File: config.mk
export PLATFORM = sky130hd
export DESIGN_NAME = rtrm_divpipe
export DESIGN_NICKNAME = d
export VERILOG_FILES = /design/src/assert_macros.svh /design/src/rtrm_pkg.sv /design/src/rtrm_divpipe.sv
export SDC_FILE = /design/constraint.sdc
export NUM_CORES = 2
export LEC_CHECK = 0
export BUFFER_PORTS_ARGS = -buffer_cell sky130_fd_sc_hd__buf_2
export CAP_MARGIN = 0
export CORE_MARGIN = 1.5
export CORE_UTILIZATION = 35
export CTS_CLUSTER_DIAMETER = 50
export DETAILED_ROUTE_END_ITERATION = 16
export PLACE_DENSITY_LB_ADDON = 0.3
export SKIP_LAST_GASP = 1
export SYNTH_ARGS = -nofsm -noshare
export SYNTH_HDL_FRONTEND = slang
export SYNTH_SLANG_ARGS = --single-unit
File: constraint.sdc
create_clock -name aclk -period 9.01 [get_ports aclk]
set_input_delay 0.4505 -clock aclk [delete_from_list [all_inputs] [get_ports aclk]]
set_output_delay 0.4505 -clock aclk [all_outputs]
set_load 0.02 [all_outputs]
File: src/assert_macros.svh
// Assertion macros shared by the replica target range mapper RTL.
`ifndef ASSERT_MACROS_SVH
`define ASSERT_MACROS_SVH

// Clocked assertion that is switched off while reset is held.
`define RTRM_ASSERT_RST(lbl, clk, rstn, prop, msg) \
    lbl: assert property (@(posedge clk) disable iff (!rstn) prop) else $error(msg);

// Clocked assertion that also holds during reset.
`define RTRM_ASSERT_ALWAYS(lbl, clk, prop, msg) \
    lbl: assert property (@(posedge clk) prop) else $error(msg);

`endif

File: src/rtrm_pkg.sv
// Types and constants shared by the replica target range mapper modules.
package rtrm_pkg;

    localparam int MAX_REPLICAS = 1024;
    localparam int CNT_W        = 11;
    localparam int IDX_W        = 10;
    localparam int RANK_W       = 16;
    localparam int N_W          = 28;
    localparam int QW           = 11;
    localparam int CFG_IDX_W    = 3;

    localparam logic [CFG_IDX_W-1:0] REG_MODE   = 3'd0;
    localparam logic [CFG_IDX_W-1:0] REG_SRC    = 3'd1;
    localparam logic [CFG_IDX_W-1:0] REG_DST    = 3'd2;
    localparam logic [CFG_IDX_W-1:0] REG_START  = 3'd3;
    localparam logic [CFG_IDX_W-1:0] REG_STRIDE = 3'd4;
    localparam logic [CFG_IDX_W-1:0] REG_GPN    = 3'd5;

    typedef enum logic [1:0] {
        KIND_BLOCK,
        KIND_SEND,
        KIND_NODE
    } kind_t;

    typedef struct packed {
        kind_t             kind;
        logic [CNT_W-1:0]  limit;
        logic [N_W-1:0]    per;
        logic [CNT_W-1:0]  extra;
        logic [CNT_W-1:0]  thr;
        logic [CNT_W-1:0]  d;
        logic [RANK_W-1:0] g;
        logic [RANK_W-1:0] stride;
        logic [RANK_W-1:0] rem0;
        logic [N_W-1:0]    hi_lim;
        logic [N_W-1:0]    bias;
    } cfg_t;

    typedef struct packed {
        kind_t            kind;
        logic             in_range;
        logic [CNT_W-1:0] first;
        logic [CNT_W-1:0] endv;
        logic [CNT_W-1:0] base;
        logic             za;
        logic             ca;
        logic             zb;
        logic             cb;
    } tag_t;

endpackage

File: src/rtrm_divpipe.sv
// Two-lane pipelined restoring divider, one quotient bit per stage.
module rtrm_divpipe (
    input  logic                           aclk,
    input  logic                           aresetn,
    input  logic                           in_valid,
    output logic                           in_ready,
    input  logic [rtrm_pkg::N_W-1:0]       in_dvd_a,
    input  logic [rtrm_pkg::RANK_W-1:0]    in_dvs_a,
    input  logic [rtrm_pkg::N_W-1:0]       in_dvd_b,
    input  logic [rtrm_pkg::RANK_W-1:0]    in_dvs_b,
    input  rtrm_pkg::tag_t                 in_tag,
    output logic                           out_valid,
    input  logic                           out_ready,
    output logic [rtrm_pkg::QW-1:0]        out_q_a,
    output logic [rtrm_pkg::N_W-1:0]       out_r_a,
    output logic [rtrm_pkg::QW-1:0]        out_q_b,
    output rtrm_pkg::tag_t                 out_tag
);

    typedef struct packed {
        logic [rtrm_pkg::N_W-1:0]    rem;
        logic [rtrm_pkg::RANK_W-1:0] dvs;
        logic [rtrm_pkg::QW-1:0]     q;
    } lane_t;

    typedef struct packed {
        lane_t          a;
        lane_t          b;
        rtrm_pkg::tag_t tag;
    } stage_t;

    function automatic lane_t div_step(lane_t l, int unsigned sh);
        lane_t                    r;
        logic [rtrm_pkg::N_W-1:0] ds;
        r  = l;
        ds = rtrm_pkg::N_W'(l.dvs) << sh;
        if (l.rem >= ds) begin
            r.rem = l.rem - ds;
            r.q   = {l.q[rtrm_pkg::QW-2:0], 1'b1};
        end else begin
            r.q   = {l.q[rtrm_pkg::QW-2:0], 1'b0};
        end
        return r;
    endfunction

    function automatic stage_t stage_step(stage_t s, int unsigned sh);
        stage_t r;
        r   = s;
        r.a = div_step(s.a, sh);
        r.b = div_step(s.b, sh);
        return r;
    endfunction

    stage_t st_reg [rtrm_pkg::QW];
    stage_t src    [rtrm_pkg::QW];
    logic   v_reg  [rtrm_pkg::QW];
    logic   v_src  [rtrm_pkg::QW];
    logic   rdy    [rtrm_pkg::QW+1];

    assign src[0].a.rem = in_dvd_a;
    assign src[0].a.dvs = in_dvs_a;
    assign src[0].a.q   = '0;
    assign src[0].b.rem = in_dvd_b;
    assign src[0].b.dvs = in_dvs_b;
    assign src[0].b.q   = '0;
    assign src[0].tag   = in_tag;
    assign v_src[0]     = in_valid;
    assign rdy[rtrm_pkg::QW] = out_ready;

    for (genvar k = 0; k < rtrm_pkg::QW; k++) begin : g_stage
        if (k > 0) begin : g_link
            assign src[k]   = st_reg[k-1];
            assign v_src[k] = v_reg[k-1];
        end
        assign rdy[k] = !v_reg[k] || rdy[k+1];

        always_ff @(posedge aclk) begin
            if (!aresetn) begin
                v_reg[k] <= 1'b0;
            end else if (rdy[k]) begin
                v_reg[k] <= v_src[k];
            end
        end

        always_ff @(posedge aclk) begin
            if (rdy[k]) begin
                st_reg[k] <= stage_step(src[k], rtrm_pkg::QW - 1 - k);
            end
        end
    end

    assign in_ready  = rdy[0];
    assign out_valid = v_reg[rtrm_pkg::QW-1];
    assign out_q_a   = st_reg[rtrm_pkg::QW-1].a.q;
    assign out_r_a   = st_reg[rtrm_pkg::QW-1].a.rem;
    assign out_q_b   = st_reg[rtrm_pkg::QW-1].b.q;
    assign out_tag   = st_reg[rtrm_pkg::QW-1].tag;

endmodule

Word level (Yosys, flattened, before mapping)
Memory sizes are Yosys's and may differ from the RTL's.
Cells that the tools add are included.
{"block": "word_totals", "ff_bits": 0, "ram_bits": 1661, "input_bits": 132, "out_inout_bits": 92, "mem_count": 2}
{"block": "classes", "n_addsub": 22, "n_lt_le_gt_ge": 22, "muxes": 144, "bitwise_logic": 11, "reduce_logical": 22}
{"name": "st_reg", "words": 11, "width": 150, "read_ports": 11, "rd_ports_with_merged_regs": 0, "write_ports": 11, "line_no": "rtrm_divpipe.sv:54", "source": "stage_t st_reg [rtrm_pkg::QW];"}
{"name": "v_reg", "words": 11, "width": 1, "read_ports": 11, "rd_ports_with_merged_regs": 0, "write_ports": 11, "line_no": "rtrm_divpipe.sv:56", "source": "logic v_reg [rtrm_pkg::QW];"}
{"op": "28-bit two-way mux", "count": 44}
{"op": "11-bit two-way mux", "count": 22}
{"op": "1-bit two-way mux", "count": 78}
{"op": "28-bit by 16-bit greater-or-equal comparator with 1-bit output", "count": 2}
{"op": "28-bit by 17-bit greater-or-equal comparator with 1-bit output", "count": 2}
{"op": "28-bit by 18-bit greater-or-equal comparator with 1-bit output", "count": 2}
{"op": "28-bit by 19-bit greater-or-equal comparator with 1-bit output", "count": 2}
{"op": "28-bit by 20-bit greater-or-equal comparator with 1-bit output", "count": 2}
{"op": "28-bit by 21-bit greater-or-equal comparator with 1-bit output", "count": 2}
{"op": "28-bit by 22-bit greater-or-equal comparator with 1-bit output", "count": 2}
{"op": "28-bit by 23-bit greater-or-equal comparator with 1-bit output", "count": 2}
{"op": "28-bit by 24-bit greater-or-equal comparator with 1-bit output", "count": 2}
{"op": "28-bit by 25-bit greater-or-equal comparator with 1-bit output", "count": 2}
{"op": "28-bit by 26-bit greater-or-equal comparator with 1-bit output", "count": 2}
{"op": "28-bit by 16-bit subtractor with 28-bit output", "count": 2}
{"op": "28-bit by 17-bit subtractor with 28-bit output", "count": 2}
{"op": "28-bit by 18-bit subtractor with 28-bit output", "count": 2}
{"op": "28-bit by 19-bit subtractor with 28-bit output", "count": 2}
{"op": "28-bit by 20-bit subtractor with 28-bit output", "count": 2}
{"op": "28-bit by 21-bit subtractor with 28-bit output", "count": 2}
{"op": "28-bit by 22-bit subtractor with 28-bit output", "count": 2}
{"op": "28-bit by 23-bit subtractor with 28-bit output", "count": 2}
{"op": "28-bit by 24-bit subtractor with 28-bit output", "count": 2}
{"op": "28-bit by 25-bit subtractor with 28-bit output", "count": 2}
{"op": "4 further kinds", "count": 35}

Logic depth before layout (Yosys ltp)
An unclocked memory read counts as a cell.
{"block": "logic_depth", "word_depth": 17, "depth_mapped": 13}

Worst setup path before layout
OpenSTA, ideal clock, no wires.
{"block": "synth_path", "kind": "register -> register", "from": "mem v_reg[10]", "to": "mem v_reg[0] (data pin)", "setup_ns": 0.295, "arrival_time_ns": 8.229, "t_required_ns": 8.715, "path_slack_ns": 0.486, "path_stages_with_launch": 9, "n_path_buf": 1, "path_cell_list": "edfxtp_1 nor2b_1 inv_1 nor2_1 and2_1 and3_1 clkbuf_1 nand4_1 and3_1"}
{"item": "start: declaration", "line_no": "rtrm_divpipe.sv:56"}

==> flow_summary.toml <==
[power]
p_per_area_nw_per_um2 = 309
ir_drop_uv = 214
total_power_mw = 25.0
p_leak_nw = 31.4

[clock_tree]
clk_path_buf_depth = 3
clkLatencyLatePin_ps = 800
path_clk_slew_ps = 60
post_cts_buffers = 0
cts_max_level = 4
clock-root-buffer = "clkbuf_16"
cts_buffers = 173
cts_sinks = 1491
cts_tree = "done"

[sta]
whs_ps = 84.9
finalHoldViolations = 0
fin_tns_setup_ps = 0
slew_headroom = 0.276
worst_pin_slew_ps = 1090
fin_crit_ps = 4400
report.final.setup_viol = 0
drv_slew = 0
timing.fmax_mhz = 227
fin_crit_sh = 0.489
fin_skew_ps = 49.1
rsz0062_at_grt = "no"

[cells_and_area]
finish.net_count = 6285
final_cell_mix = "1490 x edfxtp_1, 446 x inv_1, 433 x a21oi_1"
ff_latch_area_um2 = 44800
drive_gt1_frac = 0.113
syn_to_final_growth_pct = 16.2
fillers = 18400
largest_reg_flops = 1480
fin_area_um2 = 80800
multiInputGateArea_um2 = 22800
layout_commonest_cell = "edfxtp_1"
fin_cells = 8563

[floorplan]
dieArea_um2 = 201000
die_y_um = 449
coreArea_um2 = 197000
die_w_um = 449
initial_core_util = 0.352
ios = 224
rows = 163

[setup_path]
worstPathRequired_ps = 8560
worst-path-buf-inv = 3
crit_family = "simple AND/OR/NAND/NOR gates"
crit_path_start_kind = "flip-flop"
r2r-start = "v_reg[10]$_DFFE_PP_"
worstPathMaxFanout = 43
worst_path_max_delay_cell = "and3_1"
cp-end-kind = "primary output"
crit_path_max_incr_delay_ps = 500
path_class = "flip-flop to primary output"
cp_cell_sequence = "nor2b_1, inv_4, nor2_1, and2_1, and3_1, nand4_1, buf_4, buf_2"
crit_arrival_ps = 3950
startpoint = "v_reg[10]$_DFFE_PP_"

[logic_synthesis]
synth_cells = 5325
synth_edf_count = 1490
async_flop_share = 0
yosysWarnings = 0
synth.distinct_cells = 94
syn_area_um2 = 69600
ys_ff_latch = 1491
synth_area_per_cell_um2 = 13.1
synth_nets = 5830
ys.flop_type = "edfxtp_1"
ys_seq_area_frac = 0.643

[grt]
grt_max_degree = 84
overflow = 0
grt_usage = 0.135
grt_pass1_wl_um = 218000
grt_pass1_vias = 40500
antenna_found_initial = 2

[min_path]
hp-class = "primary input to flip-flop"
min_from = "in_dvd_a[24]"

[routing]
drtIter0Drc = 2307
wire_per_inst_um = 16.2
vias_per_cell = 4.81
dr.pass1.iters = 6
wirelength_um = 139000
drc_errors = 0
ant_nets = 0
routed-via-count = 41200

[placement]
dp_cells = 8116
io_buffers = 223
gp_congestion = 0.900
dpl_cell_area_um2 = 73900
place_hpwl_um = 104000

[job]
drv_cap = 0

[run_status]
outcome = "finished, final reports clean"
==> power breakdown <==
group          total [mW]  internal (mW)  switching (mW)
sequential           10.6           9.57            1.04
combinational        7.54           3.40            4.14
clock                6.82           4.00            2.82
total                25.0           17.0            8.00
==> final cells by class <==
class                   count  area share
diodes                      2   0.0000619
clock buffers             200      0.0553
clock inverters           116      0.0151
inverters                 453      0.0213
multi-input cells        3284       0.282
flip-flops and latches   1491       0.554
well taps                2640      0.0409
repair buffers            377      0.0321
==> repair_timing <==
| item | CTS | global route |
|---|---|---|
| gates resized for setup | 0 | 0 |
| hold buffers | 129 | 0 |
| hold endpoints to repair | 129 | 0 |
==> worst register-to-register path, delay by kind of cell (launching register included) <==
family / cells / cell delay (ps)
AND/OR/NAND/NOR: 5 / 2540
buffers and inverters: 2 / 1090
flip-flops: 1 / 350
==> per-stage QoR <==
stage	utilization	setup WS, ps
global route	0.409	4280
floorplan	-	486
CTS	0.409	4570
detailed placement	0.374	4430
global placement	0.374	4520
finish	0.410	4610
==> path summary, 6_finish.rpt <==
| check | to | slack [ps] | cells past startpoint |
|---|---|---|---|
| max reg2reg | st_reg[1][41]$_DFFE_PP_ | 4620 | 7 |
| max | in_ready | 4610 | 8 |
| min reg2reg | st_reg[10][16]$_DFFE_PP_ | 400 | 0 |
| min | st_reg[0][146]$_DFFE_PP_ | 80 | 3 |
==> per-layer routing <==
| metal | global-route usage | routed length, µm |
|---|---|---|
| met5 | 0 | 0 |
| met4 | 0.0576 | 5730 |
| met2 | 0.220 | 63600 |
| met1 | 0.177 | 64600 |
| met3 | 0.0231 | 5160 |
==> cells in the mapped netlist (all sizes together) (50+ instances only) <==
master,n,share of area
edfxtp,1490,0.64
inv,453,0.024
a21oi,433,0.031
nor2,418,0.023
ha,352,0.063
nand2,285,0.015
o21ai,246,0.018
xnor2,200,0.025
xor2,185,0.023
nor3,100,0.0073
mux2,89,0.015
a21o,85,0.0092
nand3,76,0.0055
nand2b,69,0.0062
clkbuf,61,0.0033
o21a,61,0.0066
nand4,55,0.0049
nor4,50,0.0047
==> logic make-up (layout without fill, tap and decap cells) <==
group | Yosys count | in the layout | share of synthesized area
muxes | 92 | 92 | 0.0149
xor gates and xnor gates | 385 | 385 | 0.0485
AOI/OAI and AO/OA | 1121 | 1121 | 0.0998
buffers and inverters | 550 | 1146 | 0.0304
other | 0 | 2 | 0
adders and majority gates | 373 | 373 | 0.0693
DFF | 1491 | 1491 | 0.643
and+or+nand+nor | 1313 | 1313 | 0.0936
No activity file was read; power rests on OpenSTA's default activity.
