## src/assert_macros.svh

```systemverilog
// Assertion macros shared by the replica target range mapper RTL.
`ifndef ASSERT_MACROS_SVH
`define ASSERT_MACROS_SVH

// Clocked assertion that is switched off while reset is held.
`define RTRM_ASSERT_RST(lbl, clk, rstn, prop, msg) \
    lbl: assert property (@(posedge clk) disable iff (!rstn) prop) else $error(msg);

// Clocked assertion that also holds during reset.
`define RTRM_ASSERT_ALWAYS(lbl, clk, prop, msg) \
    lbl: assert property (@(posedge clk) prop) else $error(msg);

`endif

```

## src/rtrm_pkg.sv

```systemverilog
// Types and constants shared by the replica target range mapper modules.
package rtrm_pkg;

    localparam int MAX_REPLICAS = 1024;
    localparam int CNT_W        = 11;
    localparam int IDX_W        = 10;
    localparam int RANK_W       = 16;
    localparam int N_W          = 28;
    localparam int QW           = 11;
    localparam int CFG_IDX_W    = 3;

    localparam logic [CFG_IDX_W-1:0] REG_MODE   = 3'd0;
    localparam logic [CFG_IDX_W-1:0] REG_SRC    = 3'd1;
    localparam logic [CFG_IDX_W-1:0] REG_DST    = 3'd2;
    localparam logic [CFG_IDX_W-1:0] REG_START  = 3'd3;
    localparam logic [CFG_IDX_W-1:0] REG_STRIDE = 3'd4;
    localparam logic [CFG_IDX_W-1:0] REG_GPN    = 3'd5;

    typedef enum logic [1:0] {
        KIND_BLOCK,
        KIND_SEND,
        KIND_NODE
    } kind_t;

    typedef struct packed {
        kind_t             kind;
        logic [CNT_W-1:0]  limit;
        logic [N_W-1:0]    per;
        logic [CNT_W-1:0]  extra;
        logic [CNT_W-1:0]  thr;
        logic [CNT_W-1:0]  d;
        logic [RANK_W-1:0] g;
        logic [RANK_W-1:0] stride;
        logic [RANK_W-1:0] rem0;
        logic [N_W-1:0]    hi_lim;
        logic [N_W-1:0]    bias;
    } cfg_t;

    typedef struct packed {
        kind_t            kind;
        logic             in_range;
        logic [CNT_W-1:0] first;
        logic [CNT_W-1:0] endv;
        logic [CNT_W-1:0] base;
        logic             za;
        logic             ca;
        logic             zb;
        logic             cb;
    } tag_t;

endpackage

```

## src/rtrm_setup.sv

```systemverilog
// Configuration registers and the sequencer that derives the balancing constants.
module rtrm_setup (
    input  logic                            aclk,
    input  logic                            aresetn,
    input  logic                            cfg_valid,
    output logic                            cfg_ready,
    input  logic [rtrm_pkg::CFG_IDX_W-1:0]  cfg_index,
    input  logic [rtrm_pkg::RANK_W-1:0]     cfg_data,
    output rtrm_pkg::cfg_t                  cfg_out,
    output logic                            cfg_ok
);

    typedef enum logic [3:0] {
        ST_CLAMP,
        ST_MUL,
        ST_N0,
        ST_NL,
        ST_BLK,
        ST_SEND,
        ST_THR,
        ST_DIV,
        ST_DONE
    } state_t;

    state_t state_reg;
    state_t ret_reg;

    logic                           mode_reg;
    logic [rtrm_pkg::CNT_W-1:0]     src_cnt_reg;
    logic [rtrm_pkg::CNT_W-1:0]     dst_cnt_reg;
    logic [rtrm_pkg::RANK_W-1:0]    start_reg;
    logic [rtrm_pkg::RANK_W-1:0]    stride_reg;
    logic [rtrm_pkg::RANK_W-1:0]    gpn_reg;

    logic [rtrm_pkg::CNT_W-1:0]     s_reg;
    logic [rtrm_pkg::CNT_W-1:0]     d_reg;
    logic [rtrm_pkg::RANK_W-1:0]    g_reg;
    logic [rtrm_pkg::N_W-1:0]       last_reg;
    logic [rtrm_pkg::N_W-1:0]       dstride_reg;
    logic [rtrm_pkg::N_W-1:0]       n0_reg;
    logic [rtrm_pkg::RANK_W-1:0]    rem0_reg;
    logic [rtrm_pkg::N_W-1:0]       hi_lim_reg;
    logic [rtrm_pkg::N_W-1:0]       bias_reg;

    logic [rtrm_pkg::N_W-1:0]       quo_reg;
    logic [rtrm_pkg::RANK_W:0]      rem_reg;
    logic [rtrm_pkg::RANK_W-1:0]    dvs_reg;
    logic [4:0]                     cnt_reg;

    rtrm_pkg::kind_t                kind_reg;
    logic [rtrm_pkg::CNT_W-1:0]     limit_reg;
    logic [rtrm_pkg::N_W-1:0]       per_reg;
    logic [rtrm_pkg::CNT_W-1:0]     extra_reg;
    logic [rtrm_pkg::CNT_W-1:0]     thr_reg;

    logic [rtrm_pkg::RANK_W:0]      trial;
    logic [rtrm_pkg::N_W-1:0]       nodes;
    logic [2*rtrm_pkg::CNT_W-1:0]   thr_full;

    function automatic logic [rtrm_pkg::CNT_W-1:0] clamp_cnt(logic [rtrm_pkg::CNT_W-1:0] c);
        logic [rtrm_pkg::CNT_W-1:0] r;
        r = c;
        if (c == '0) begin
            r = rtrm_pkg::CNT_W'(1);
        end else if (c > rtrm_pkg::CNT_W'(rtrm_pkg::MAX_REPLICAS)) begin
            r = rtrm_pkg::CNT_W'(rtrm_pkg::MAX_REPLICAS);
        end
        return r;
    endfunction

    assign trial    = {rem_reg[rtrm_pkg::RANK_W-1:0], quo_reg[rtrm_pkg::N_W-1]};
    assign nodes    = quo_reg - n0_reg + rtrm_pkg::N_W'(1);
    assign thr_full = extra_reg * (per_reg[rtrm_pkg::CNT_W-1:0] + rtrm_pkg::CNT_W'(1));

    assign cfg_ready = 1'b1;
    assign cfg_ok    = (state_reg == ST_DONE);

    assign cfg_out.kind   = kind_reg;
    assign cfg_out.limit  = limit_reg;
    assign cfg_out.per    = per_reg;
    assign cfg_out.extra  = extra_reg;
    assign cfg_out.thr    = thr_reg;
    assign cfg_out.d      = d_reg;
    assign cfg_out.g      = g_reg;
    assign cfg_out.stride = stride_reg;
    assign cfg_out.rem0   = rem0_reg;
    assign cfg_out.hi_lim = hi_lim_reg;
    assign cfg_out.bias   = bias_reg;

    always_ff @(posedge aclk) begin
        if (!aresetn) begin
            state_reg   <= ST_CLAMP;
            mode_reg    <= 1'b0;
            src_cnt_reg <= rtrm_pkg::CNT_W'(1);
            dst_cnt_reg <= rtrm_pkg::CNT_W'(1);
            start_reg   <= '0;
            stride_reg  <= rtrm_pkg::RANK_W'(1);
            gpn_reg     <= rtrm_pkg::RANK_W'(1);
        end else if (cfg_valid) begin
            case (cfg_index)
                rtrm_pkg::REG_MODE:   mode_reg    <= cfg_data[0];
                rtrm_pkg::REG_SRC:    src_cnt_reg <= cfg_data[rtrm_pkg::CNT_W-1:0];
                rtrm_pkg::REG_DST:    dst_cnt_reg <= cfg_data[rtrm_pkg::CNT_W-1:0];
                rtrm_pkg::REG_START:  start_reg   <= cfg_data;
                rtrm_pkg::REG_STRIDE: stride_reg  <= cfg_data;
                rtrm_pkg::REG_GPN:    gpn_reg     <= cfg_data;
                default: ;
            endcase
            state_reg <= ST_CLAMP;
        end else begin
            case (state_reg)
                ST_CLAMP: begin
                    s_reg     <= clamp_cnt(src_cnt_reg);
                    d_reg     <= clamp_cnt(dst_cnt_reg);
                    g_reg     <= (gpn_reg == '0) ? rtrm_pkg::RANK_W'(1) : gpn_reg;
                    state_reg <= ST_MUL;
                end
                ST_MUL: begin
                    last_reg    <= rtrm_pkg::N_W'(start_reg)
                                 + rtrm_pkg::N_W'((d_reg - rtrm_pkg::CNT_W'(1)) * stride_reg);
                    dstride_reg <= rtrm_pkg::N_W'(d_reg * stride_reg);
                    quo_reg     <= rtrm_pkg::N_W'(start_reg);
                    rem_reg     <= '0;
                    dvs_reg     <= g_reg;
                    cnt_reg     <= '0;
                    ret_reg     <= ST_N0;
                    state_reg   <= ST_DIV;
                end
                ST_N0: begin
                    n0_reg     <= quo_reg;
                    rem0_reg   <= rem_reg[rtrm_pkg::RANK_W-1:0];
                    hi_lim_reg <= dstride_reg + rtrm_pkg::N_W'(rem_reg[rtrm_pkg::RANK_W-1:0]);
                    bias_reg   <= rtrm_pkg::N_W'(stride_reg)
                                - rtrm_pkg::N_W'(rem_reg[rtrm_pkg::RANK_W-1:0])
                                - rtrm_pkg::N_W'(1);
                    quo_reg    <= last_reg;
                    rem_reg    <= '0;
                    dvs_reg    <= g_reg;
                    cnt_reg    <= '0;
                    ret_reg    <= ST_NL;
                    state_reg  <= ST_DIV;
                end
                ST_NL: begin
                    rem_reg   <= '0;
                    cnt_reg   <= '0;
                    if (mode_reg) begin
                        kind_reg <= rtrm_pkg::KIND_NODE;
                        if (rtrm_pkg::N_W'(s_reg) >= nodes) begin
                            per_reg   <= rtrm_pkg::N_W'(1);
                            extra_reg <= '0;
                            limit_reg <= nodes[rtrm_pkg::CNT_W-1:0];
                            state_reg <= ST_DONE;
                        end else begin
                            limit_reg <= s_reg;
                            quo_reg   <= nodes;
                            dvs_reg   <= rtrm_pkg::RANK_W'(s_reg);
                            ret_reg   <= ST_BLK;
                            state_reg <= ST_DIV;
                        end
                    end else if (s_reg > d_reg) begin
                        kind_reg  <= rtrm_pkg::KIND_SEND;
                        limit_reg <= s_reg;
                        quo_reg   <= rtrm_pkg::N_W'(s_reg);
                        dvs_reg   <= rtrm_pkg::RANK_W'(d_reg);
                        ret_reg   <= ST_SEND;
                        state_reg <= ST_DIV;
                    end else if (s_reg == d_reg) begin
                        kind_reg  <= rtrm_pkg::KIND_BLOCK;
                        limit_reg <= s_reg;
                        per_reg   <= rtrm_pkg::N_W'(1);
                        extra_reg <= '0;
                        state_reg <= ST_DONE;
                    end else begin
                        kind_reg  <= rtrm_pkg::KIND_BLOCK;
                        limit_reg <= s_reg;
                        quo_reg   <= rtrm_pkg::N_W'(d_reg);
                        dvs_reg   <= rtrm_pkg::RANK_W'(s_reg);
                        ret_reg   <= ST_BLK;
                        state_reg <= ST_DIV;
                    end
                end
                ST_BLK: begin
                    per_reg   <= quo_reg;
                    extra_reg <= rem_reg[rtrm_pkg::CNT_W-1:0];
                    state_reg <= ST_DONE;
                end
                ST_SEND: begin
                    per_reg   <= quo_reg;
                    extra_reg <= rem_reg[rtrm_pkg::CNT_W-1:0];
                    state_reg <= ST_THR;
                end
                ST_THR: begin
                    thr_reg   <= thr_full[rtrm_pkg::CNT_W-1:0];
                    state_reg <= ST_DONE;
                end
                ST_DIV: begin
                    if (trial >= {1'b0, dvs_reg}) begin
                        rem_reg <= trial - {1'b0, dvs_reg};
                        quo_reg <= {quo_reg[rtrm_pkg::N_W-2:0], 1'b1};
                    end else begin
                        rem_reg <= trial;
                        quo_reg <= {quo_reg[rtrm_pkg::N_W-2:0], 1'b0};
                    end
                    cnt_reg <= cnt_reg + 5'd1;
                    if (cnt_reg == 5'(rtrm_pkg::N_W - 1)) begin
                        state_reg <= ret_reg;
                    end
                end
                ST_DONE: ;
                default: state_reg <= ST_CLAMP;
            endcase
        end
    end

endmodule

```

## config.mk

```make
export PLATFORM = sky130hd
export DESIGN_NAME = rtrm_setup
export DESIGN_NICKNAME = d
export VERILOG_FILES = /design/src/assert_macros.svh /design/src/rtrm_pkg.sv /design/src/rtrm_setup.sv
export SDC_FILE = /design/constraint.sdc
export NUM_CORES = 2
export LEC_CHECK = 0
export BUFFER_PORTS_ARGS = -buffer_cell sky130_fd_sc_hd__buf_2
export CORE_ASPECT_RATIO = 2
export CORE_MARGIN = 5
export CORE_UTILIZATION = 40
export CTS_CLUSTER_DIAMETER = 50
export DETAILED_ROUTE_END_ITERATION = 10
export PLACE_DENSITY = 0.65
export SLEW_MARGIN = 20
export SYNTH_ARGS = -nofsm -noshare
export SYNTH_HDL_FRONTEND = slang
export SYNTH_SLANG_ARGS = --single-unit
export TNS_END_PERCENT = 30
```

## constraint.sdc

```tcl
create_clock -name aclk -period 9 [get_ports aclk]
set_input_delay 0.45 -clock aclk [delete_from_list [all_inputs] [get_ports aclk]]
set_output_delay 0.45 -clock aclk [all_outputs]
set_load 0.005 [all_outputs]
```

---- After elaboration in Yosys (flattened, before gate mapping) ----
Cells that the tools add are included.
storage, ports and cells
  bits in registers ....................... 400
  bits of input ports ..................... 22
  output and inout port bits .............. 180
  word-level logic and storage cells ...... 144
operators by class
  add/sub/neg operators ................... 10
  $mul .................................... 3
  $lt $le $gt $ge ......................... 5
  eq/ne operators ......................... 21
  multiplexer cells ....................... 40
  bitwise logic cells ..................... 3
  reductions and logical operators ........ 34
operators with widths
  operator                                                number
  2-to-1 mux 28 bit                                       8
  one-hot mux 28 bit (4 select lines)                     1
  2-to-1 mux 11 bit                                       8
  2-to-1 mux 16 bit                                       5
  one-hot mux 16 bit (2 select lines)                     2
  one-hot mux 28 bit (2 select lines)                     1
  2-to-1 mux 4 bit                                        9
  adder 16 x 28 -> 28 bit                                 1
  adder 27 x 16 -> 28 bit                                 1
  adder 28 x 1 -> 28 bit (second input constant)          1
  >= comparator 11 x 28 -> 1 bit                          1
  multiplier 12 x 17 -> 28 bit                            1
  one-hot mux 4 bit (7 select lines)                      1
  subtractor 28 bit                                       1
  multiplier 11 x 16 -> 27 bit                            1
  greater-than comparator 11 bit (second input constant)  2
  logical NOT 11 bit                                      2
  one-hot mux 11 bit (2 select lines)                     1
  AND reduction 3 bit                                     6
  subtractor 17 x 2 -> 18 bit (second input constant)     1
  >= comparator 17 x 16 -> 1 bit                          1
  subtractor 16 x 16 -> 17 bit                            1
  == test 4 x 3 -> 1 bit (second input constant)          4
  logical NOT 16 bit                                      1
  other kinds (31)                                        55

---- Depth between registers and ports, before layout ----
  depth in word-level cells ............... 6
  gate-level depth with buffers ........... 29
  gate-level depth less buffers ........... 27

---- Worst setup path after synthesis ----
Ideal clock, no wire load.
  path kind ............................... reg-to-reg
  start ................................... register d_reg[0] in the netlist's numbering
  end ..................................... register last_reg[26] in the netlist's numbering, data pin
  setup time .............................. 0.258 ns
  arrival ................................. 7.074 ns
  required time ........................... 8.742 ns
  setup slack ............................. 1.669 ns
  stages on the path, launching flop included .. 28
  buffers on the path ..................... 2
  period minus slack after synthesis ...... 7.331 ns
  path through ............................ edfxtp_1 inv_1 buf_1 ha_1 and3_1 nand2_1 xnor2_1 clkbuf_1 nand2_1 fa_1 fa_1 inv_1 fa_1 fa_1 fa_1 inv_1 fa_1 inv_1 ha_1 nor2_1 nor2_1 a2111oi_0 o31ai_1 o22a_1 a31oi_1 o21ai_0 a21oi_1 xnor2_1
on the way
  cells in the longest elaborated chain, start to end .. 3
ends and longest elaborated chain
  element                       RTL line           source
  from (decl)                   rtrm_setup.sv:36   logic [rtrm_pkg::CNT_W-1:0] d_reg;
  from (signal assigned)        rtrm_setup.sv:114  d_reg <= clamp_cnt(dst_cnt_reg);
  subtractor 11 x 1 -> 12 bit   rtrm_setup.sv:120  + rtrm_pkg::N_W'((d_reg - rtrm_pkg::CNT_W'(1)) * stride_reg);
  multiplier 12 x 17 -> 28 bit  rtrm_setup.sv:120
  adder 16 x 28 -> 28 bit       rtrm_setup.sv:120
  to (signal assigned)          rtrm_setup.sv:119  last_reg <= rtrm_pkg::N_W'(start_reg)
  to (decl)                     rtrm_setup.sv:38   logic [rtrm_pkg::N_W-1:0] last_reg;
No other way between the ends.
A chain may end at the register's enable or synchronous reset.

---- Final worst setup path ----
Same ends and word-level chain as after synthesis.

==> flow_summary.json <==
{
  "avgSynthCellArea_um2": 9.86,
  "ctsHoldBuffers": 0,
  "fp.dieH_um": 422,
  "yosysWarningCount": 0,
  "synth_edf_count": 314,
  "area_growth_pct": 10.8,
  "internal_power_w": 0.00346,
  "outcome": "finished clean",
  "worstMarginPinSlew_ns": 1.08,
  "cts_resized": 0,
  "drcViolationCount": 0,
  "p_leak_nw": 17.2,
  "fmax_ghz": 0.128,
  "p_sw_w": 0.00146,
  "synthTopCellsByArea": "edfxtp_1 28%, fa_1 19%, ha_1 12%",
  "portBuffers": 200,
  "synthesis.area_mm2": 0.0340,
  "worstPathArrival_ns": 8.14,
  "synth_commonest_cells": "499 x nand2_1, 463 x inv_1, 317 x ha_1, 314 x edfxtp_1, 314 x fa_1",
  "cts.sinks": 389,
  "drive_above_1_share_pct": 10.7,
  "async_reset_ff_share_pct": 0,
  "clock_skew_ns": 0.0210,
  "layout.nets": 4240,
  "worstSkewPairLatency_ns": 0.60,
  "r2r_start": "d_reg[0]$_SDFFCE_PP1P_",
  "hold_end": "stride_reg[15]$_SDFFE_PN0P_",
  "viasPerCell": 5.36,
  "core-area_mm2": 0.0845,
  "rows": 151,
  "fin_setup_tns_ns": 0,
  "end_kind": "flip-flop",
  "path_max_fanout": 16,
  "grt_pass1_vias": 26600,
  "clk_root_buffer_cell": "clkbuf_16",
  "h-tree-depth": 2,
  "vdd_drop_max_mv": 0.160,
  "crit_type": "flip-flop to flip-flop",
  "first_iter_violations": 1570,
  "place_hpwl_um": 77100,
  "syn_inst": 3445,
  "combPwrFrac_pct": 19.6,
  "ioPinCount": 202,
  "rsz0062_at_grt": "no",
  "antenna_left": 0,
  "start_util_pct": 40.2,
  "overflow": 0,
  "netlist.area_leader.share_pct": 27.8,
  "clkTransAtPathRegs_ns": 0.07,
  "chipWidth_um": 216,
  "seq_area_frac_synth_pct": 32.2,
  "via_count": 25200,
  "setup-violations-final": 0,
  "synth_flop_cell": "edfxtp_1",
  "wl_um": 97300,
  "grtUsageTotal_pct": 21.2,
  "hold_path_depth": 3,
  "grt_max_degree": 72,
  "hold_path_class": "input port to flip-flop",
  "r2r-end": "last_reg[26]$_DFFE_PP_",
  "slew_viol_final": 0,
  "ys_ff_latch": 389,
  "hp-start": "cfg_data[15]",
  "power.density_mw_per_mm2": 130,
  "hold_slack_ns": 0.168,
  "clockBufferDepth": 3,
  "clkPwrFrac_pct": 37.7,
  "place_congestion": 0.922,
  "wl_per_cell_um": 20.7,
  "netSwitchingFraction_pct": 29.6,
  "ff2ff_path_depth": 24,
  "grt_first_pass_wirelength_um": 151000,
  "period_share_pct": 86.7,
  "hold_viol": 0,
  "rrSetupSlack_ns": 1.20,
  "drv_cap": 0,
  "pwr-share-seq_pct": 42.7,
  "die_area_mm2": 0.0912,
  "cp.required_ns": 9.34,
  "firstDrtPassIters": 5,
  "finalCriticalPeriod_ns": 7.80,
  "maxSlewHeadroom_pct": 28.2,
  "cts_setup_buffers": 0,
  "cts_tree": "yes",
  "synth_area_leader_cell": "edfxtp_1",
  "num-fill-cells": 7950,
  "grt_antenna_before_repair": 8,
  "cts_buffers": 42,
  "worst_setup_path_start_kind": "flip-flop",
  "synthDistinctLibCells": 80,
  "synth_nets": 4098,
  "yosys.cell_count.top_type": "nand2_1"
}
routing by layer:
metal | up-vias | part of all wire (%) | global-route usage (%)
met5 | - | 0.028 | 0
met4 | 4 | 8.3 | 14.6
met3 | 325 | 4.7 | 3.24
met2 | 738 | 52 | 39.4
met1 | 12400 | 34 | 21.6
li1 | 11700 | - | -
worst max path at each step:
stage                     slack (ns)                      to  cells past startpoint              startpoint
after floorplan                 1.67  last_reg[26]$_DFFE_PP_                     27  d_reg[0]$_SDFFCE_PP1P_
after global placement          1.33  last_reg[26]$_DFFE_PP_                     24  d_reg[0]$_SDFFCE_PP1P_
after detailed placement        1.16  last_reg[26]$_DFFE_PP_                     24  d_reg[0]$_SDFFCE_PP1P_
after CTS                       1.15  last_reg[26]$_DFFE_PP_                     24  d_reg[0]$_SDFFCE_PP1P_
after global routing            0.59  last_reg[26]$_DFFE_PP_                     25  d_reg[0]$_SDFFCE_PP1P_
final                           1.20  last_reg[26]$_DFFE_PP_                     24  d_reg[0]$_SDFFCE_PP1P_
layout by cell type, fill, tap and decap left out, drive strengths merged, types with 54 or more instances in the layout:
cell and instances:
ha 317, buf 259, edfxtp 314, nor2b 54, nor2 165, inv 469, fa 314, and2 141
o21ai 85, a21boi 74, a21oi 103, dfxtp 75, xnor2 113, nand2 499
layout make-up:
class / count / area (um^2) / area share, %
multi-input cells: 2432 / 20700 / 55.0
diodes: 6 / 15.0 / 0.0399
clock inverters: 29 / 358 / 0.951
clock buffers: 49 / 1110 / 2.94
repair buffers: 259 / 1440 / 3.84
flip-flops and latches: 389 / 10900 / 29.0
inverters: 463 / 1740 / 4.62
well taps: 1071 / 1340 / 3.56
power groups by stage:
stage / Sequential, W / Combinational [W] / Clock (W)
after floorplan: 0.00211 / 0.000690 / 0
after global placement: 0.00213 / 0.000947 / 0
after detailed placement: 0.00213 / 0.000961 / 0
after CTS: 0.00210 / 0.000970 / 0.00190
after global routing: 0.00210 / 0.00108 / 0.00196
final: 0.00210 / 0.000964 / 0.00185
worst max-delay path: stages (launching register included):
cell,delay (ns)
edfxtp_1,0.39
inv_1,0.39
ha_1,0.50
nand2b_1,0.26
fa_1,0.52
inv_1,0.05
fa_1,0.44
ha_1,0.29
ha_1,0.27
inv_1,0.05
fa_1,0.47
inv_1,0.04
ha_1,0.26
ha_1,0.22
fa_1,0.47
a21o_1,0.22
a2111oi_0,0.65
o21ai_0,0.18
a2111oi_0,0.70
o31ai_1,0.21
o22a_1,0.27
a31oi_1,0.31
o21ai_0,0.13
a21oi_1,0.19
xnor2_1,0.08
logic make-up after synthesis:
logic type | count (synthesis) | synth area share (%)
compound gates | 469 | 9.40
buf+inv | 624 | 7.03
fa+ha+maj | 631 | 30.2
simple gates | 1119 | 15.5
mux | 50 | 1.51
xor+xnor | 162 | 4.18
other cells | 1 | 0.0110
flops | 389 | 32.2
through the flow:
| stage | cells | util, % | total power [W] | instance area [um^2] | worst slack (ns) |
|---|---|---|---|---|---|
| final | 4698 | 44.6 | 0.00491 | 37600 | 1.20 |
| after global routing | 4694 | 44.6 | 0.00515 | 37600 | 0.588 |
| after CTS | 4692 | 44.6 | 0.00496 | 37600 | 1.15 |
| after detailed placement | 4614 | 42.8 | 0.00310 | 36200 | 1.16 |
| after global placement | 4614 | 42.8 | 0.00308 | 36200 | 1.33 |
| after floorplan | 3445 | - | 0.00280 | 34000 | 1.67 |
(Power assumes the default switching activity.)
